[config.mk]
export PLATFORM = sky130hd
export DESIGN_NAME = i2c_master_bit_engine_unit
export DESIGN_NICKNAME = d
export VERILOG_FILES = /design/src/rtl/i2cm_pkg.sv /design/src/rtl/i2cm_front.sv /design/src/rtl/i2cm_queue.sv /design/src/rtl/i2cm_back.sv /design/src/rtl/i2c_master_bit_engine_unit.sv
export SDC_FILE = /design/constraint.sdc
export NUM_CORES = 1
export LEC_CHECK = 0
export BUFFER_PORTS_ARGS = -buffer_cell sky130_fd_sc_hd__buf_2
export CORE_MARGIN = 2
export CORE_UTILIZATION = 33
export DETAILED_ROUTE_END_ITERATION = 7
export GPL_TIMING_DRIVEN = 0
export PLACE_DENSITY = 0.5
export REMOVE_ABC_BUFFERS = 1
export SLEW_MARGIN = 20
export SYNTH_ARGS = -nofsm -noshare
export SYNTH_HDL_FRONTEND = slang
export SYNTH_HIERARCHICAL = 1
export SYNTH_SLANG_ARGS = --single-unit
[constraint.sdc]
create_clock -name clk -period 4.1 [get_ports clk]
set_input_delay 0.41 -clock clk [delete_from_list [all_inputs] [get_ports clk]]
set_output_delay 0.41 -clock clk [all_outputs]
set_load 0.01 [all_outputs]
[src/rtl/i2cm_pkg.sv]
`default_nettype none
package i2cm_pkg;

  localparam int unsigned HP_WIDTH        = 16;
  localparam int unsigned DEF_TIMER_WIDTH = 16;
  localparam int unsigned QUEUE_DEPTH     = 4;
  localparam int unsigned BIT_CNT_W       = 4;

  localparam logic [HP_WIDTH-1:0]  DEF_HALF_PERIOD = 16'd250;
  localparam logic [BIT_CNT_W-1:0] BITS_PER_BYTE   = 4'd8;

  // command codes on the request channel
  localparam logic [2:0] CMD_NONE  = 3'd0;
  localparam logic [2:0] CMD_START = 3'd1;
  localparam logic [2:0] CMD_WRITE = 3'd2;
  localparam logic [2:0] CMD_READ  = 3'd3;
  localparam logic [2:0] CMD_STOP  = 3'd4;

  typedef enum logic [2:0] {
    CLS_NONE,
    CLS_START,
    CLS_WRITE,
    CLS_READ,
    CLS_STOP
  } cmd_class_t;

  typedef enum logic [3:0] {
    PH_IDLE,
    PH_ST_A,
    PH_ST_B,
    PH_WR_LO,
    PH_WR_HI,
    PH_WA_LO,
    PH_WA_HI,
    PH_RD_LO,
    PH_RD_HI,
    PH_RA_LO,
    PH_RA_HI,
    PH_SP_A,
    PH_SP_B,
    PH_SP_C
  } phase_t;

  typedef struct packed {
    logic [2:0] command;
    logic [7:0] tx_byte;
    logic       nack_after_read;
    logic       sda_level;
  } cmd_item_t;

  typedef struct packed {
    logic       scl_level;
    logic       sda_release;
    logic       busy_res;
    logic       done_res;
    logic [7:0] rx_byte;
    logic       ack_bit;
  } res_item_t;

  // classified tick held in the queue
  typedef struct packed {
    cmd_class_t cls;
    logic [7:0] tx_byte;
    logic       nack;
    logic       sda;
  } op_t;

endpackage
`default_nettype wire

[src/rtl/i2cm_front.sv]
`default_nettype none
module i2cm_front (
  input  wire i2cm_pkg::cmd_item_t cmd_item,
  input  wire                      cmd_valid,
  output logic                     cmd_stall,
  input  wire                      q_full,
  output i2cm_pkg::op_t            q_wdata,
  output logic                     q_push
);
  import i2cm_pkg::*;

  cmd_class_t cls;

  // unused codes fold into no-op
  always_comb begin
    unique case (cmd_item.command)
      CMD_START: cls = CLS_START;
      CMD_WRITE: cls = CLS_WRITE;
      CMD_READ:  cls = CLS_READ;
      CMD_STOP:  cls = CLS_STOP;
      default:   cls = CLS_NONE;
    endcase
  end

  assign cmd_stall       = q_full;
  assign q_push          = cmd_valid & ~q_full;
  assign q_wdata.cls     = cls;
  assign q_wdata.tx_byte = cmd_item.tx_byte;
  assign q_wdata.nack    = cmd_item.nack_after_read;
  assign q_wdata.sda     = cmd_item.sda_level;

endmodule
`default_nettype wire

[src/rtl/i2cm_queue.sv]
`default_nettype none
module i2cm_queue #(
  parameter int unsigned DEPTH = i2cm_pkg::QUEUE_DEPTH
) (
  input  wire                clk,
  input  wire                rst,
  input  wire                push,
  input  wire i2cm_pkg::op_t wdata,
  output logic               full,
  input  wire                pop,
  output i2cm_pkg::op_t      rdata,
  output logic               nonempty
);
  import i2cm_pkg::*;

  localparam int unsigned PTR_W = (DEPTH > 1) ? $clog2(DEPTH) : 1;
  localparam int unsigned CNT_W = $clog2(DEPTH + 1);
  localparam logic [PTR_W-1:0] LAST = PTR_W'(DEPTH - 1);
  localparam logic [CNT_W-1:0] FULL_CNT = CNT_W'(DEPTH);

  op_t              slots [DEPTH];
  logic [PTR_W-1:0] wr_ptr;
  logic [PTR_W-1:0] rd_ptr;
  logic [CNT_W-1:0] count;

  assign full     = (count == FULL_CNT);
  assign nonempty = (count != '0);
  assign rdata    = slots[rd_ptr];

  always_ff @(posedge clk) begin
    if (push) begin
      slots[wr_ptr] <= wdata;
    end
  end

  always_ff @(posedge clk) begin
    if (rst) begin
      wr_ptr <= '0;
      rd_ptr <= '0;
      count  <= '0;
    end else begin
      if (push) begin
        wr_ptr <= (wr_ptr == LAST) ? '0 : wr_ptr + PTR_W'(1);
      end
      if (pop) begin
        rd_ptr <= (rd_ptr == LAST) ? '0 : rd_ptr + PTR_W'(1);
      end
      if (push && !pop) begin
        count <= count + CNT_W'(1);
      end else if (pop && !push) begin
        count <= count - CNT_W'(1);
      end
    end
  end

endmodule
`default_nettype wire

[src/rtl/i2cm_back.sv]
`default_nettype none
module i2cm_back #(
  parameter int unsigned TIMER_WIDTH = i2cm_pkg::DEF_TIMER_WIDTH
) (
  input  wire                                clk,
  input  wire                                rst,
  input  wire                                cfg_valid,
  output logic                               cfg_ready,
  input  wire [i2cm_pkg::HP_WIDTH-1:0]       cfg_data,
  input  wire                                q_nonempty,
  input  wire i2cm_pkg::op_t                 q_rdata,
  output logic                               q_pop,
  output logic                               res_valid,
  input  wire                                res_stall,
  output i2cm_pkg::res_item_t                res_item
);
  import i2cm_pkg::*;

  localparam int unsigned LIM_W = ((TIMER_WIDTH > HP_WIDTH) ? TIMER_WIDTH : HP_WIDTH) + 1;
  localparam logic [LIM_W-1:0] CAP = LIM_W'(1) << TIMER_WIDTH;

  logic [HP_WIDTH-1:0]    half_period;
  phase_t                 phase, phase_next;
  logic [BIT_CNT_W-1:0]   bit_count, bit_count_next;
  logic [7:0]             shift_reg, shift_reg_next;
  logic [TIMER_WIDTH-1:0] tick_timer, tick_timer_next;
  logic [7:0]             rx_reg, rx_reg_next;
  logic                   ack_reg, ack_reg_next;
  logic                   nack_flag, nack_flag_next;
  logic                   scl, scl_next;
  logic                   sda, sda_next;
  logic                   done;

  logic                   step;
  logic                   idle;
  logic                   tick_end;
  logic                   last_bit;
  logic [BIT_CNT_W-1:0]   bit_inc;
  logic [LIM_W-1:0]       limit;
  logic [LIM_W-1:0]       tick_inc;

  function automatic logic [1:0] line_levels(phase_t p, logic msb, logic nk);
    logic [1:0] lv;
    unique case (p)
      PH_ST_A:  lv = 2'b11;
      PH_ST_B:  lv = 2'b10;
      PH_WR_LO: lv = {1'b0, msb};
      PH_WR_HI: lv = {1'b1, msb};
      PH_WA_LO: lv = 2'b01;
      PH_WA_HI: lv = 2'b11;
      PH_RD_LO: lv = 2'b01;
      PH_RD_HI: lv = 2'b11;
      PH_RA_LO: lv = {1'b0, nk};
      PH_RA_HI: lv = {1'b1, nk};
      PH_SP_A:  lv = 2'b00;
      PH_SP_B:  lv = 2'b10;
      PH_SP_C:  lv = 2'b11;
      default:  lv = 2'b00;
    endcase
    return lv;
  endfunction

  assign cfg_ready = 1'b1;
  assign step      = q_nonempty & (~res_valid | ~res_stall);
  assign q_pop     = step;
  assign idle      = (phase == PH_IDLE);
  assign bit_inc   = bit_count + BIT_CNT_W'(1);
  assign last_bit  = (bit_inc >= BITS_PER_BYTE);

  // zero half period counts as one tick, long ones clip at the timer range
  always_comb begin
    limit = LIM_W'(half_period);
    if (half_period == '0) begin
      limit = LIM_W'(1);
    end
    if (limit > CAP) begin
      limit = CAP;
    end
  end

  assign tick_inc = LIM_W'(tick_timer) + LIM_W'(1);
  assign tick_end = (tick_inc >= limit);

  // next phase
  always_comb begin
    phase_next = phase;
    if (step) begin
      if (idle) begin
        unique case (q_rdata.cls)
          CLS_START: phase_next = PH_ST_A;
          CLS_WRITE: phase_next = PH_WR_LO;
          CLS_READ:  phase_next = PH_RD_LO;
          CLS_STOP:  phase_next = PH_SP_A;
          default:   phase_next = PH_IDLE;
        endcase
      end else if (tick_end) begin
        unique case (phase)
          PH_ST_A:  phase_next = PH_ST_B;
          PH_ST_B:  phase_next = PH_WR_LO;
          PH_WR_LO: phase_next = PH_WR_HI;
          PH_WR_HI: phase_next = last_bit ? PH_WA_LO : PH_WR_LO;
          PH_WA_LO: phase_next = PH_WA_HI;
          PH_RD_LO: phase_next = PH_RD_HI;
          PH_RD_HI: phase_next = last_bit ? PH_RA_LO : PH_RD_LO;
          PH_RA_LO: phase_next = PH_RA_HI;
          PH_SP_A:  phase_next = PH_SP_B;
          PH_SP_B:  phase_next = PH_SP_C;
          default:  phase_next = PH_IDLE;
        endcase
      end
    end
  end

  // datapath and line levels
  always_comb begin
    bit_count_next  = bit_count;
    shift_reg_next  = shift_reg;
    tick_timer_next = tick_timer;
    rx_reg_next     = rx_reg;
    ack_reg_next    = ack_reg;
    nack_flag_next  = nack_flag;
    scl_next        = scl;
    sda_next        = sda;
    done            = 1'b0;
    if (step) begin
      if (idle) begin
        tick_timer_next = '0;
        unique case (q_rdata.cls)
          CLS_START, CLS_WRITE: begin
            shift_reg_next = q_rdata.tx_byte;
            bit_count_next = '0;
          end
          CLS_READ: begin
            shift_reg_next = '0;
            bit_count_next = '0;
            nack_flag_next = q_rdata.nack;
          end
          default: ;
        endcase
      end else if (tick_end) begin
        tick_timer_next = '0;
        unique case (phase)
          PH_ST_B: bit_count_next = '0;
          PH_WR_HI: begin
            shift_reg_next = {shift_reg[6:0], 1'b0};
            bit_count_next = bit_inc;
          end
          PH_WA_HI: begin
            ack_reg_next = q_rdata.sda;
            done         = 1'b1;
          end
          PH_RD_HI: begin
            shift_reg_next = {shift_reg[6:0], q_rdata.sda};
            bit_count_next = bit_inc;
            if (last_bit) begin
              rx_reg_next = {shift_reg[6:0], q_rdata.sda};
            end
          end
          PH_RA_HI, PH_SP_C: done = 1'b1;
          default: ;
        endcase
      end else begin
        tick_timer_next = tick_timer + TIMER_WIDTH'(1);
      end

      if (phase_next != PH_IDLE && phase_next != phase) begin
        {scl_next, sda_next} = line_levels(phase_next, shift_reg_next[7], nack_flag_next);
      end else if (!idle && tick_end && (phase == PH_WA_HI || phase == PH_RA_HI)) begin
        // both lines held low after a byte
        {scl_next, sda_next} = 2'b00;
      end
    end
  end

  always_ff @(posedge clk) begin
    if (rst) begin
      half_period <= DEF_HALF_PERIOD;
      phase       <= PH_IDLE;
      bit_count   <= '0;
      shift_reg   <= '0;
      tick_timer  <= '0;
      rx_reg      <= '0;
      ack_reg     <= 1'b0;
      nack_flag   <= 1'b0;
      scl         <= 1'b1;
      sda         <= 1'b1;
      res_valid   <= 1'b0;
    end else begin
      if (cfg_valid && cfg_ready) begin
        half_period <= cfg_data;
      end
      phase      <= phase_next;
      bit_count  <= bit_count_next;
      shift_reg  <= shift_reg_next;
      tick_timer <= tick_timer_next;
      rx_reg     <= rx_reg_next;
      ack_reg    <= ack_reg_next;
      nack_flag  <= nack_flag_next;
      scl        <= scl_next;
      sda        <= sda_next;
      if (step) begin
        res_valid <= 1'b1;
      end else if (!res_stall) begin
        res_valid <= 1'b0;
      end
    end
  end

  always_ff @(posedge clk) begin
    if (step) begin
      res_item.scl_level   <= scl_next;
      res_item.sda_release <= sda_next;
      res_item.busy_res    <= (phase_next != PH_IDLE);
      res_item.done_res    <= done;
      res_item.rx_byte     <= rx_reg_next;
      res_item.ack_bit     <= ack_reg_next;
    end
  end

endmodule
`default_nettype wire

[src/rtl/i2c_master_bit_engine_unit.sv]
`default_nettype none
// i2c master bit engine: every request item is one timer tick carrying a command and the sampled
// sda level, and every tick gives exactly one response item with the scl/sda drive, busy, a done
// pulse, the last received byte and the last acknowledge. commands are only taken while idle
// (start plus byte, write byte, read byte, stop; other codes are no-ops), each scl half phase
// lasts half_period_ticks ticks (0 counts as 1), and sda is sampled on the tick that ends an
// scl-high phase. one item is accepted each clock unless the queue is full: the front classifies
// the command and writes it into a four-entry queue, and the back pops one queued tick per cycle
// unless the queue is empty or the response stalls, running the whole phase/timer update in that
// cycle into the response register. while the response stalls, the queue keeps taking items
// until it is full. half_period_ticks is written through the cfg port, always ready.
module i2c_master_bit_engine_unit #(
  parameter int unsigned TIMER_WIDTH = i2cm_pkg::DEF_TIMER_WIDTH,
  parameter int unsigned QDEPTH      = i2cm_pkg::QUEUE_DEPTH
) (
  input  wire                          clk,
  input  wire                          rst,
  // request channel
  input  wire                          cmd_valid,
  output logic                         cmd_stall,
  input  wire i2cm_pkg::cmd_item_t     cmd_item,
  // response channel
  output logic                         res_valid,
  input  wire                          res_stall,
  output i2cm_pkg::res_item_t          res_item,
  // configuration write
  input  wire                          cfg_valid,
  output logic                         cfg_ready,
  input  wire [i2cm_pkg::HP_WIDTH-1:0] cfg_data
);
  import i2cm_pkg::*;

  logic      q_push;
  logic      q_full;
  op_t       q_wdata;
  op_t       q_rdata;
  logic      q_nonempty;
  logic      q_pop;

  // front: classify the command of each tick
  i2cm_front u_front (
    .cmd_item  (cmd_item),
    .cmd_valid (cmd_valid),
    .cmd_stall (cmd_stall),
    .q_full    (q_full),
    .q_wdata   (q_wdata),
    .q_push    (q_push)
  );

  // short queue so either side can stall alone
  i2cm_queue #(
    .DEPTH (QDEPTH)
  ) u_queue (
    .clk      (clk),
    .rst      (rst),
    .push     (q_push),
    .wdata    (q_wdata),
    .full     (q_full),
    .pop      (q_pop),
    .rdata    (q_rdata),
    .nonempty (q_nonempty)
  );

  // back: phase sequencer, timer, shifter and response register
  i2cm_back #(
    .TIMER_WIDTH (TIMER_WIDTH)
  ) u_back (
    .clk        (clk),
    .rst        (rst),
    .cfg_valid  (cfg_valid),
    .cfg_ready  (cfg_ready),
    .cfg_data   (cfg_data),
    .q_nonempty (q_nonempty),
    .q_rdata    (q_rdata),
    .q_pop      (q_pop),
    .res_valid  (res_valid),
    .res_stall  (res_stall),
    .res_item   (res_item)
  );

  // a completed command leaves the engine idle
  a_done_not_busy: assert property (@(posedge clk) disable iff (rst)
    res_valid |-> !(res_item.done_res && res_item.busy_res))
    else $error("done pulse while still busy");

  // the front never writes into a full queue
  a_no_overflow: assert property (@(posedge clk) disable iff (rst)
    q_push |-> !q_full)
    else $error("queue overflow");

  // the back only pops what is there
  a_no_underflow: assert property (@(posedge clk) disable iff (rst)
    q_pop |-> q_nonempty)
    else $error("queue underflow");

  // a popped tick always gives a response next cycle
  a_pop_gives_res: assert property (@(posedge clk) disable iff (rst)
    q_pop |=> res_valid)
    else $error("popped tick without response");

endmodule
`default_nettype wire
---- After elaboration in Yosys (flattened, before gate mapping) ----
Memory sizes are Yosys's and may differ from the RTL's. A register that Yosys moved wholly into a read port is not among the register bits.
Index checks and enable logic that the tools add are counted.
cells by class
  order comparisons ....................... 3
  equality and inequality tests ........... 40
  add/sub/neg operators ................... 7
  muxes and demuxes ....................... 49
  bitwise gates (word level) .............. 7
  reduce and logical (&&, ||, !) cells .... 27
operator list
  kind                                                                    number
  8-bit two-way mux                                                       7
  16-bit two-way mux                                                      3
  4-bit == test, second input constant                                    11
  4-bit one-hot mux with 10 select lines                                  1
  4-bit by 3-bit == test with 1-bit output, second input constant         8
  8-bit one-hot mux with 2 select lines                                   2
  4-bit two-way mux                                                       7
  16-bit by 1-bit adder with 17-bit output, second input constant         1
  17-bit >= comparator                                                    1
  16-bit by 17-bit > comparator with 1-bit output, second input constant  1
  1-bit two-way mux                                                       17
  17-bit two-way mux                                                      1
  16-bit by 1-bit adder with 16-bit output, second input constant         1
  4-bit by 2-bit == test with 1-bit output, second input constant         4
  16-bit logical NOT                                                      1
  4-bit one-hot mux with 4 select lines                                   1
  2-bit one-hot mux with 7 select lines                                   1
  3-bit by 2-bit == test with 1-bit output, second input constant         4
  3-bit one-hot mux with 4 select lines                                   1
  2-bit OR reduction                                                      5
  3-bit == test, second input constant                                    3
  3-bit two-way mux                                                       3
  3-bit nonzero test                                                      3
  4-bit by 1-bit == test with 1-bit output, second input constant         2
  other kinds (25)                                                        44
storage, ports and cells
  register bits ........................... 81
  RAM bits ................................ 52
  input bits .............................. 34
  logic and storage cells ................. 155
  memories kept ........................... 1
memory list
  memory         words  bits a word  rd ports  clocked after Yosys merged registers in  write ports  line              source
  u_queue.slots  4      13           1         1                                        1            i2cm_queue.sv:21  op_t slots [DEPTH];

---- Depth between registers and ports, before layout ----
Gate-level depths: netlist of run 1.
  depth after elaboration ................. 13
  gate-level depth with buffers ........... 19
  mapped depth without buffers ............ 17

---- By module ----
Netlist of run 1, hierarchy kept.
by module, submodules not included
  module      cells an instance  area an instance (sq um)  instances  seq. area each (sq um)
  i2cm_back   446                4082.7                    1          1611.5
  i2cm_queue  111                2323.5                    1          1741.7
  i2cm_front  15                 118.9                     1          0.0

---- Worst setup path before layout of run 1 ----
OpenSTA, ideal clock, no wires.
  kind .................................... register to register
  start ................................... reg u_back.tick_timer[0]
  end ..................................... reg u_back.scl
  cell stages (with the launch flop) ...... 17
  period minus slack after synthesis ...... 3.960 ns
  library setup time ...................... 0.120 ns
  path slack .............................. 0.140 ns
  buffers on the path ..................... 1
  data required time ...................... 3.980 ns
  data arrival time ....................... 3.840 ns
  path through ............................ dfxtp_1 -> ha_1 -> nand3_1 -> or4b_4 -> nor2_1 -> xor2_1 -> ha_1 -> nand3_1 -> nor3_1 -> o2bb2ai_2 -> nor4bb_2 -> buf_4 -> a21oi_4 -> a211oi_1 -> a41oi_1 -> o22a_1 -> or2_1
between the ends
  cells in the longest elaborated chain, start to end .. 10
RTL lines
  element                                                             line              source
  start, declared                                                     i2cm_back.sv:26   logic [TIMER_WIDTH-1:0] tick_timer, tick_timer_next;
  start signal, assigned                                              i2cm_back.sv:195  tick_timer <= tick_timer_next;
  16-bit by 1-bit adder with 17-bit output (*)                        i2cm_back.sv:81   assign tick_inc = LIM_W'(tick_timer) + LIM_W'(1);
  17-bit >= comparator (*)                                            i2cm_back.sv:82   assign tick_end = (tick_inc >= limit);
  4-bit two-way mux                                                   i2cm_back.sv:96   end else if (tick_end) begin
  4-bit two-way mux                                                   i2cm_back.sv:88   if (idle) begin
  4-bit two-way mux                                                   i2cm_back.sv:87   if (step) begin
  4-bit by 1-bit == test with 1-bit output (tied with other cells)    i2cm_back.sv:44   unique case (p)
  4-bit OR reduction (no line) or 2-bit OR reduction (tied branches)  --
  2-bit one-hot mux with 7 select lines                               i2cm_back.sv:44
  1-bit two-way mux (*)                                               i2cm_back.sv:166  if (phase_next != PH_IDLE && phase_next != phase) begin
  1-bit two-way mux (*)                                               i2cm_back.sv:125  if (step) begin
  net u_back.scl_next                                                 i2cm_back.sv:30   logic scl, scl_next;
  end signal, assigned                                                i2cm_back.sv:199  scl <= scl_next;
  end, declared                                                       i2cm_back.sv:30
The timed path passes the listed nets; every way through them passes the cells marked *.
A chain may end at the register's enable or synchronous reset.

---- Worst setup path after layout of run 1 ----
  start ................................... reg u_back.tick_timer[2]
  end ..................................... reg u_back.bit_count[0]
between the ends
  cells in the longest elaborated chain, start to end .. 4
RTL lines
  element                                   line              source
  16-bit by 1-bit adder with 17-bit output  i2cm_back.sv:81
  17-bit >= comparator                      i2cm_back.sv:82
  2-bit nonzero test (no line)              --
  4-bit AND reduction (no line)             --
  end signal, assigned                      i2cm_back.sv:193  bit_count <= bit_count_next;
  end, declared                             i2cm_back.sv:24   logic [BIT_CNT_W-1:0] bit_count, bit_count_next;
Every way passes these cells.

==> results of run 1 <==
-- metrics by stage --
stage,utilization [%],setup slack [ns],cell area [µm²],std cells
after CTS,40.1,0.00353,7810,907
after global routing,40.7,-0.109,7930,909
after global placement,35.4,-1.34,6890,848
after floorplan,-,-0.464,6320,535
final,40.7,0.105,7930,909
after detailed placement,35.5,-0.711,6910,849
-- power by group --
group          switching (mW)  total (mW)  leakage (nW)  internal [mW]
Sequential              0.218        1.89          1.18           1.67
Combinational            1.07        1.94          1.57          0.868
Clock                   0.620        1.50         0.288          0.884
-- cells in the mapped netlist, drive strengths merged (4+ instances only) --
master   n  area, µm²
nand2   29        111
o211ai   7       52.6
xor2     7       61.3
and2    16        100
nor4     6       52.6
a21o     4       30.0
buf     22        150
mux4    13        304
mux2    10        116
ha      24        300
a211oi  11        143
nor2    69        267
a22oi   24        180
a21oi   21        120
nor3b    4       35.0
o21ai   15       75.1
mux2i   17        174
nand3   13       65.1
xnor2   13        114
dfxtp   70       1400
nand4    8       50.1
edfxtp  65       1950
inv     31        116
nor3     7       46.3
or2      4       25.0
clkbuf  15       56.3
-- per-layer routing --
metal / up-vias / share of wire (%) / wire (µm)
li1: 2200 / - / -
met1: 2178 / 45 / 6450
met2: 96 / 49 / 6900
met3: 19 / 4.1 / 588
met4: 0 / 1.8 / 260
met5: - / 0 / 0
-- timing repair --
item | 4_1_cts | 5_1_grt
gates resized for setup | 24 | 27
pin swaps | 11 | 15
endpoints found under the hold margin | 0 | 0
endpoints found under the setup margin | 31 | 16
setup buffers | 24 | 4
cloned | 2 | 0
hold buffers | 0 | 0
-- cell families after synthesis --
family	count (synthesis)	synth area share, %
other	1	0.0575
AND/OR/NAND/NOR	174	13.8
multiplexers	40	9.11
buffers and inverters	68	4.95
AO/OA/AOI/OAI	108	12.9
flip-flops	135	51.4
XOR/XNOR	20	2.68
adder cells (fa/ha/maj)	26	5.06
-- final cells by class --
| cell class | count | area (µm²) |
|---|---|---|
| Sequential cell | 135 | 3370 |
| Clock buffer | 19 | 453 |
| Inverter | 31 | 116 |
| Clock inverter | 13 | 133 |
| Tap cell | 265 | 332 |
| Timing Repair Buffer | 77 | 493 |
| Multi-Input combinational cell | 369 | 3030 |
| Fill cell | 1833 | 11500 |
-- worst max-delay path, delay by kind of cell, from the launching register on --
| kind | cells | cell delay (ns) |
|---|---|---|
| simple gates | 7 | 1.15 |
| compound gates | 6 | 1.04 |
| buf+inv | 3 | 0.50 |
| flops | 1 | 0.38 |
| fa+ha+maj | 1 | 0.34 |
| mux | 1 | 0.31 |
| xor+xnor | 1 | 0.18 |
-- worst paths after layout --
| check | to | slack [ns] | start |
|---|---|---|---|
| min reg2reg | u_back/shift_reg[7]$_SDFFE_PP0P_ | 0.48 | u_back/shift_reg[7]$_SDFFE_PP0P_ |
| max reg2reg | u_back/bit_count[0]$_SDFFE_PP0P_ | 0.10 | u_back/tick_timer[2]$_SDFFE_PP0P_ |
| min | u_queue/slots[0][9]$_DFFE_PP_ | 0.19 | cmd_item[9] |
| max | u_back/bit_count[0]$_SDFFE_PP0P_ | 0.10 | u_back/tick_timer[2]$_SDFFE_PP0P_ |
==> results.yml, run 1 <==
status:
  outcome: "complete, no violations"
timing:
  tightest_slew_ns: 1.00
  drv_slew: 0
  rsz0062_at_grt: "yes"
  post-route-min-period_ns: 4.00
  fin_hold_ws_ns: 0.194
  skew_ns: 0.00951
  period_share_pct: 97.4
  finalHoldViolations: 0
  max_clock_freq_mhz: 250
  setup_tns_ns: 0
  slew_headroom_pct: 33.2
  finalSetupViolations: 0
pwr:
  leakagePower_nw: 3.04
  power_density_nw_per_um2: 673
  ir_drop_uv: 332
  power_mw: 5.33
clock_tree:
  cts_max_path_buffers: 2
  cts_tree: "done"
  insertion_delay_ns: 0.43
  cts_root_buf: "clkbuf_16"
  numCtsBuffers: 17
  htree_levels: 4
  clock-sinks: 135
  clk_pin_slew_ns: 0.06
die:
  initial_utilization_pct: 33.5
  rows: 51
  core_area_um2: 19500
  io_pins: 50
  die_w_um: 145
  die_area_um2: 20900
  die_y_um: 145
worst_setup_path:
  worst_setup_path_end_kind: "flip-flop"
  rr_worst_depth: 19
  crit_chain: "nand3_2, nor2_4, and2_4, nand3_2, xnor2_1, ha_1, a21o_1, a21oi_1, a21oi_2, nor4bb_4, buf_6, mux2_4, a211oi_4, a211oi_4, buf_4, nor4_4, buf_6, nand2_4, o31ai_4"
  cp.arrival_ns: 4.33
  worst_setup_path_start_kind: "flip-flop"
  path_class: "flip-flop to flip-flop"
  slowest_delay_ns: 0.38
  required_ns: 4.44
  slowest_stage: "dfxtp_4"
  cp_max_fo: 6
logic_synthesis:
  synth_ff_type: "dfxtp_1"
  synth_edf_count: 65
  ys_seq_area_share_pct: 51.4
  avgSynthCellArea_um2: 11.4
  ys_ff_latch: 135
  postSynth.asyncResetShare_pct: 0
  synthCells: 572
  syn-cell-area_um2: 6530
  synth_cell_types: 78
  yosys_warnings: 6
global_routing:
  grt_util_met1_pct: 17.3
  grt.busiest_layer: "met2"
  grt_pass1_vias: 4525
  antenna_found_initial: 0
  use_met2_pct: 24.0
  grt_max_degree: 55
  overflow: 0
  grt_pass1_wl_mm: 22.6
  met3_usage_pct: 4.24
  track_usage_pct: 14.4
cells_and_area:
  largest_reg_flops: 52
  final_nets: 690
  layout-area-overhead-vs-synth_pct: 21.5
  diodes: 0
  largest-register: "u_queue/slots"
  top_regs: "u_queue/slots (52), u_back/half_period (16), u_back/tick_timer (16)"
  drive_gt1_share_pct: 30.3
  final_cell_mix: "edfxtp_1 (65), nor2_1 (61), dfxtp_1 (61), buf_2 (48), inv_1 (31)"
  final_common_cell: "edfxtp_1"
place:
  dpl.hpwl_mm: 9.09
  io_buffers: 48
  place.gp.congestion: 0.840
flow_run:
  cap_violations: 0
drt:
  drtIter0Drc: 194
  drtAntennaViolNets: 0
  wl_per_cell_um: 15.6
  first_pass_iters: 5
  drt_wl_total_mm: 14.2
  drc: 0
  dr_total_vias: 4493
  routed_via_density: 4.94
hold_path:
  hp-class: "primary input to flip-flop"
  hold_depth: 1
No activity file was read; power rests on OpenSTA's default activity.
==> run 2, diff against run 1 <==
--- a/config.mk
+++ b/config.mk
@@ -5,14 +5,15 @@
 export SDC_FILE = /design/constraint.sdc
 export NUM_CORES = 1
 export LEC_CHECK = 0
-export BUFFER_PORTS_ARGS = -buffer_cell sky130_fd_sc_hd__buf_2
+export BUFFER_PORTS_ARGS = -buffer_cell sky130_fd_sc_hd__clkbuf_2
 export CORE_MARGIN = 2
 export CORE_UTILIZATION = 33
+export CTS_CLUSTER_DIAMETER = 100
 export DETAILED_ROUTE_END_ITERATION = 7
 export GPL_TIMING_DRIVEN = 0
 export PLACE_DENSITY = 0.5
 export REMOVE_ABC_BUFFERS = 1
-export SLEW_MARGIN = 20
+export SLEW_MARGIN = 0
 export SYNTH_ARGS = -nofsm -noshare
 export SYNTH_HDL_FRONTEND = slang
 export SYNTH_HIERARCHICAL = 1
==> results.yml, run 2 (synthesized netlist as in run 1, its figures left out) <==
status:
  outcome: "complete, no violations"
worst_setup_path:
  slowest_stage: "or4b_4"
  reg2reg_slack_ns: 0.13
  rr_worst_depth: 17
  cp-startpoint: "u_back/tick_timer[0]$_SDFFE_PP0P_"
  path_delay_family: "simple AND/OR/NAND/NOR gates"
  worst_setup_path_end_kind: "flip-flop"
  worst_setup_path_start_kind: "flip-flop"
  rr_endpoint: "u_back/bit_count[3]$_SDFFE_PP0P_"
  slowest_delay_ns: 0.52
  cp_max_fo: 6
  crit_top_cell: "a211oi_4"
  r2r_start: "u_back/tick_timer[0]$_SDFFE_PP0P_"
  required_ns: 4.42
  endpoint: "u_back/bit_count[3]$_SDFFE_PP0P_"
  cp.arrival_ns: 4.29
  crit_chain: "ha_4, nand3_4, or4b_4, nor2_4, xor2_2, ha_1, nand3_2, nor2_1, o21ai_1, nor4bb_4, buf_6, mux2_4, a211oi_4, a211oi_4, nor4_4, nand2_2, o41ai_2"
  crit_cells: 17
  cp_num_buf_inv: 1
  path_class: "flip-flop to flip-flop"
drt:
  drt_wl_total_mm: 14.0
  first_pass_iters: 4
  drc: 0
  routed_via_density: 4.94
  drtAntennaViolNets: 0
  dr_total_vias: 4467
  wl_per_cell_um: 15.5
  drtIter0Drc: 189
timing:
  fin_hold_ws_ns: 0.200
  period_share_pct: 96.9
  slew_headroom_pct: 42.0
  skew_ns: 0.0137
  drv_slew: 0
  rsz0062_at_grt: "yes"
  finalSetupViolations: 0
  tightest_slew_ns: 0.869
  post-route-min-period_ns: 3.97
  finalHoldViolations: 0
  max_clock_freq_mhz: 252
hold_path:
  hold_depth: 1
  min_from: "cmd_item[5]"
  hp-class: "primary input to flip-flop"
pwr:
  ir_drop_uv: 415
  leakagePower_nw: 3.00
  power_density_nw_per_um2: 667
clock_tree:
  numCtsBuffers: 17
  cts_max_path_buffers: 2
  htree_levels: 4
  cts_tree: "done"
  clock-sinks: 135
  insertion_delay_ns: 0.42
  cts_root_buf: "clkbuf_16"
  clk_pin_slew_ns: 0.06
global_routing:
  grt_pass1_vias: 4465
  grt_max_degree: 55
  grt_pass1_wl_mm: 22.6
  track_usage_pct: 14.1
  antenna_found_initial: 0
  overflow: 0
cells_and_area:
  final_cell_mix: "edfxtp_1 (65), dfxtp_1 (63), nor2_1 (60), clkbuf_2 (48), inv_1 (30)"
  final_common_cell: "edfxtp_1"
  drive_gt1_share_pct: 29.8
  largest_reg_flops: 52
  post-route-util_pct: 40.7
  diodes: 0
  largest-register: "u_queue/slots"
  top_regs: "u_queue/slots (52), u_back/half_period (16), u_back/tick_timer (16)"
  layout-area-overhead-vs-synth_pct: 21.4
  final_nets: 686
place:
  dpl.hpwl_mm: 9.07
  io_buffers: 48
  place.gp.congestion: 0.822
die:
  io_pins: 50
  die_area_um2: 20900
  initial_utilization_pct: 33.5
  rows: 51
  core_area_um2: 19500
  die_w_um: 145
  die_y_um: 145
flow_run:
  cap_violations: 0
-- run 2: cell count changes in the layout (fill, tap and decap cells not counted), moves of 3 or more --
cell      before  now
buf_2         48    1
clkbuf_2       0   48
buf_4         24   18
dfxtp_2        7    4
-- run 2: area by class of cell --
class / instances / area [µm²]
repair inverters: 1 / 5.00
inverters: 31 / 120
clock buffers: 17 / 425
multi-input cells: 369 / 3050
fillers: 1868 / 11500
repair buffers: 72 / 454
well taps: 265 / 332
clock inverters: 15 / 163
flip-flops and latches: 135 / 3370
-- run 2: worst min-delay path by stage --
stage                                            end  slack (ns)
finish                 u_queue/slots[1][5]$_DFFE_PP_        0.20
global placement    u_back/shift_reg[7]$_SDFFE_PP0P_        0.46
detailed placement  u_back/shift_reg[7]$_SDFFE_PP0P_        0.47
floorplan           u_back/shift_reg[7]$_SDFFE_PP0P_        0.44
global route           u_queue/slots[3][7]$_DFFE_PP_        0.19
CTS                    u_queue/slots[2][5]$_DFFE_PP_        0.18
-- run 2: what timing repair did --
item / in CTS / in global routing
endpoints found under the setup margin: 50 / 33
hold buffers: 0 / 0
buffers inserted: 15 / 9
gates resized for setup: 24 / 28
gates cloned: 0 / 1
pin swaps: 9 / 10
-- run 2: report_power, final --
| group | internal, mW | switching, mW | total [mW] |
|---|---|---|---|
| Clock | 0.909 | 0.615 | 1.52 |
| Sequential | 1.67 | 0.219 | 1.89 |
| Combinational | 0.788 | 1.08 | 1.87 |
-- run 2: worst register-to-register path: cells and delay by family, from the launching register on --
family                   cells  cell delay, ns
multiplexers                 1            0.32
adder cells (fa/ha/maj)      2            0.44
AND/OR/NAND/NOR              8            1.77
AO/OA/AOI/OAI                4            0.63
flip-flops                   1            0.37
buffers and inverters        1            0.17
XOR/XNOR                     1            0.18
-- run 2: per-stage QoR --
stage	TNS, ns	power [mW]	instance area, µm²	worst slack, ns	cells
after CTS	0	5.24	7720	0.00854	895
final	0	5.28	7920	0.128	905
after floorplan	-4.94	3.08	6320	-0.464	535
after detailed placement	-17.96	3.55	6900	-0.944	848
after global placement	-43.42	3.51	6890	-1.35	848
after global routing	-0.335	5.61	7920	-0.0889	905
-- run 2: per-layer routing --
| layer | vias to the layer above | track usage [%] | routed length [µm] |
|---|---|---|---|
| li1 | 2193 | - | - |
| met2 | 75 | 23.7 | 6900 |
| met5 | - | 0 | 0 |
| met4 | 0 | 5.01 | 192 |
| met3 | 17 | 3.81 | 500 |
| met1 | 2182 | 17.5 | 6430 |
